$ cat config.mk
export PLATFORM = sky130hd
export DESIGN_NAME = qpm_round_sat
export DESIGN_NICKNAME = d
export VERILOG_FILES = /design/src/rtl/qpm_pkg.sv /design/src/rtl/qpm_round_sat.sv
export SDC_FILE = /design/constraint.sdc
export NUM_CORES = 1
export LEC_CHECK = 0
export BUFFER_PORTS_ARGS = -buffer_cell sky130_fd_sc_hd__buf_2
export CAP_MARGIN = 25
export CORE_MARGIN = 5
export CORE_UTILIZATION = 43
export DETAILED_ROUTE_END_ITERATION = 8
export PLACE_DENSITY = 0.93
export SLEW_MARGIN = 25
export SYNTH_ARGS = -nofsm -noshare
export SYNTH_HDL_FRONTEND = slang
export SYNTH_SLANG_ARGS = --single-unit
$ cat constraint.sdc
create_clock -name vclk -period 3.35
set_clock_uncertainty 0.1 [all_clocks]
set_input_delay 0.67 -clock vclk [all_inputs]
set_output_delay 0.67 -clock vclk [all_outputs]
set_load 0.02 [all_outputs]
$ cat src/rtl/qpm_pkg.sv
package qpm_pkg;

    localparam int COMPONENT_WIDTH = 16;

    localparam int CW      = COMPONENT_WIDTH;
    localparam int FRAC_W  = CW - 1;
    localparam int OPD_W   = CW + 1;
    localparam int PROD_W  = 2 * OPD_W;
    localparam int SUM_W   = PROD_W + 2;
    localparam int SHIFT_W = SUM_W - FRAC_W;

    typedef logic signed [CW-1:0]      comp_t;
    typedef logic signed [OPD_W-1:0]   opd_t;
    typedef logic signed [PROD_W-1:0]  prod_t;
    typedef logic signed [SUM_W-1:0]   sum_t;
    typedef logic signed [SHIFT_W-1:0] shift_t;

    typedef enum logic [1:0] {
        FUNC_AB     = 2'd0,
        FUNC_CONJ_A = 2'd1,
        FUNC_CONJ_B = 2'd2,
        FUNC_UNUSED = 2'd3
    } func_t;

    localparam sum_t   ROUND_HALF = sum_t'(1) <<< (FRAC_W - 1);
    localparam shift_t COMP_MAX   = (shift_t'(1) <<< (CW - 1)) - shift_t'(1);
    localparam shift_t COMP_MIN   = -COMP_MAX - shift_t'(1);

    typedef struct packed {
        comp_t value;
        logic  clipped;
    } rsat_t;

endpackage

$ cat src/rtl/qpm_round_sat.sv
module qpm_round_sat (
    input  qpm_pkg::sum_t  sum,
    output qpm_pkg::rsat_t res
);
    import qpm_pkg::*;

    sum_t   rounded;
    shift_t shifted;

    always_comb
    begin
        rounded = sum + ROUND_HALF;
        shifted = rounded[SUM_W-1:FRAC_W];
        if (shifted > COMP_MAX)
        begin
            res.value   = comp_t'(COMP_MAX);
            res.clipped = 1'b1;
        end
        else if (shifted < COMP_MIN)
        begin
            res.value   = comp_t'(COMP_MIN);
            res.clipped = 1'b1;
        end
        else
        begin
            res.value   = shifted[CW-1:0];
            res.clipped = 1'b0;
        end
    end

endmodule

=== Word level (Yosys, flattened, before mapping) ===
Cells that the tools add are included.

* Flip-flop bits (word level): 0
* Bits of input ports: 36
* Output and inout bits: 17

* Add/sub/neg operators: 1
* Magnitude comparators: 2
* Mux-type cells: 2

{| class="wikitable"
|+ Operators by type and width
! operator !! count
|-
| 36-bit by 16-bit adder with 36-bit output (second input constant) || 1
|-
| 17-bit two-way mux || 2
|-
| 21-bit by 16-bit > comparator with 1-bit output (second input constant) || 1
|-
| 21-bit by 16-bit < comparator with 1-bit output (second input constant) || 1
|}

=== Longest topological paths before layout ===
* Word-level depth: 4
* Gate-level depth with buffers: 8
* Gate-level depth less buffers: 7

=== Worst setup path before layout ===
OpenSTA, ideal clock, no wires.

* Path type: input to output
* From: in sum[14]
* To: out res[10] (netlist name)
* Arrival time: 2.280 ns
* Setup slack: 0.300 ns
* Stages on the path: 7
* Buffers on the path: 1
* Cell sequence: nand3_1 -> nor3_2 -> nand4_1 -> xor2_2 -> nand3_2 -> buf_6 -> a21oi_2

{| class="wikitable"
|+ RTL lines
! element !! RTL line !! RTL
|-
| start, declared || qpm_round_sat.sv:2 || <nowiki>input qpm_pkg::sum_t sum,</nowiki>
|-
| end, declared || qpm_round_sat.sv:3 || <nowiki>output qpm_pkg::rsat_t res</nowiki>
|}

==> flow_metrics.env <==
export IMPL_rows=14
export IMPL_yosys_warnings=0
export IMPL_grt_pass1_wl_um=3670
export IMPL_endpoint_kind="primary output"
export IMPL_clockBufferCount=0
export IMPL_cp_required_ps=2580
export IMPL_place_gp_congestion=0.902
export IMPL_min_period_over_period=0.975
export IMPL_synth_seq_area_share=0
export IMPL_status="finished, final reports clean"
export IMPL_grt_pass1_vias=888
export IMPL_drv_slew=0
export IMPL_antenna_found_initial=0
export IMPL_place_hpwl_um=1970
export IMPL_worst_slack_ps=82.7
export IMPL_timing_fmax_ghz=0.306
export IMPL_combPwrFrac=1.000
export IMPL_mappedNetlistArea_um2=709
export IMPL_area_growth_pct=49.7
export IMPL_gr_total_overflow=0
export IMPL_p_leak_nw=0.473
export IMPL_path_cells="buf_2 -> nand4_1 -> nor3_1 -> nand3_1 -> a211oi_4 -> a21oi_4 -> buf_4 -> a21oi_1 -> buf_2"
export IMPL_nets=189
export IMPL_syn_mean_instance_area_um2=7.24
export IMPL_seq_cells=0
export IMPL_dr_pass1_iters=4
export IMPL_ios=53
export IMPL_seqPwrFrac=0
export IMPL_path_class="in -> out"
export IMPL_drive_gt1_frac=0.500
export IMPL_p_sw_uw=79.4
export IMPL_via_per_inst=5.67
export IMPL_startpoint_type="input port"
export IMPL_avgRoutedWirePerCell_um=14.5
export IMPL_final_hold_violation_count=0
export IMPL_layout_commonest_cell="buf_2"
export IMPL_synth_nets=135
export IMPL_dp_cells=163
export IMPL_diodes=0
export IMPL_final_cell_area_um2=1060
export IMPL_n_fill_cell=138
export IMPL_place_area_um2=1000
export IMPL_drv_cap=0
export IMPL_synth_area_leaders="a21oi_2 (14%), xor2_1 (11%), nand3_1 (9.9%), xnor2_1 (9.9%), nand2_1 (6.9%)"
export IMPL_syn_instance_count=98
export IMPL_critPathArrivalTime_ps=2500
export IMPL_num_vias=942
export IMPL_yosysTopAreaCellShare=0.136
export IMPL_clock_power_share=0
export IMPL_switching_share=0.597
export IMPL_portBuffers=39
export IMPL_worst_pin_slew_ps=346
export IMPL_die_x_um=50.6
export IMPL_hold_buffers=0
export IMPL_crit_path_max_fanout=4
export IMPL_multi_input_area_um2=694
export IMPL_place_ws_ps=-159
export IMPL_layout_cells_non_filler=166
export IMPL_hp_class="in -> out"
export IMPL_p_int_uw=53.6
export IMPL_grt_total_usage=0.170
export IMPL_vdd_drop_max_mv=0.0729
export IMPL_drtAntennaViolNets=0
export IMPL_drc=0
export IMPL_coreArea_um2=1540
export IMPL_grt_max_degree=14
export IMPL_critPathSlowestCell="nor3_1"
export IMPL_totalWireLength_um=2410
export IMPL_synth_top_cell_by_area="a21oi_2"
export IMPL_slowest_delay_ps=370
export IMPL_relSlewSlack=0.768
export IMPL_final_seq_area_um2=0
export IMPL_final_cell_mix="buf_2 (39), nand3_1 (14), nand2_1 (13), buf_4 (13), a21oi_2 (10)"
export IMPL_setup_viol=0
export IMPL_die_area_um2=2560
export IMPL_fin_util=0.689
export IMPL_drt_iter0_drc=33
export IMPL_p_per_area_nw_per_um2=125
export IMPL_die_h_um=50.6
export IMPL_synth_cell_type_count=30
export IMPL_path_common_cell="buf_2"
export IMPL_fin_crit_ps=3270
export IMPL_start_util=0.460
-- layer usage --
layer,GRT usage,wire (um),part of all wire,vias to the layer above
li1,-,-,-,459
met1,0.200,905,0.38,431
met2,0.326,1250,0.52,50
met3,0.0118,225,0.094,2
met4,0.0383,23,0.0096,0
met5,0,0,0,-
-- final cells by class --
class                           instances  area share
Multi-Input combinational cell         92       0.654
Timing Repair Buffer                   54       0.313
Tap cell                               16      0.0188
Inverter                                4      0.0141
-- critical path, delay by kind of cell --
family	cells	cell delay, ps
buf+inv	3	440
compound gates	3	580
simple gates	3	800
-- cells by family (layout without fill, tap and decap cells) --
logic type,Yosys count,count (layout),share of synthesized area
buf+inv,6,58,0.0529
xor+xnor,18,18,0.233
fa+ha+maj,1,1,0.0176
simple gates,54,54,0.452
compound gates,18,18,0.231
mux,1,1,0.0141
-- per-stage QoR --
stage,power (mW),setup TNS (ps),hold WS (ps)
2_1_floorplan,0.0703,0,1450
3_3_place_gp,0.120,-70.4,1680
3_5_place_dp,0.124,-320,1700
4_1_cts,0.125,0,1700
5_1_grt,0.143,-42.8,1710
6_report,0.133,0,1690
-- power groups by stage --
stage               logic (mW)  clock network [mW]  registers, mW
finish                   0.133                   0              0
global placement         0.120                   0              0
floorplan               0.0703                   0              0
global route             0.143                   0              0
CTS                      0.125                   0              0
detailed placement       0.124                   0              0
-- worst paths after layout --
kind	from	end	cells after the start
max	sum[27]	res[1]	9
min	sum[21]	res[7]	4
-- cells in the mapped netlist, drive strengths merged, types with 2 or more instances --
master  count
a21oi      13
and2        2
and4        2
buf         2
inv         4
nand2      13
nand3      15
nand4       6
nor2        8
nor3        2
xnor2       8
xor2       10
-- what timing repair did --
| item | in CTS | in global routing |
|---|---|---|
| pin swaps | 0 | 2 |
| resized for setup | 1 | 2 |
| endpoints found under the setup margin | 13 | 6 |
| buffers inserted | 0 | 3 |
(Power assumes the default switching activity.)
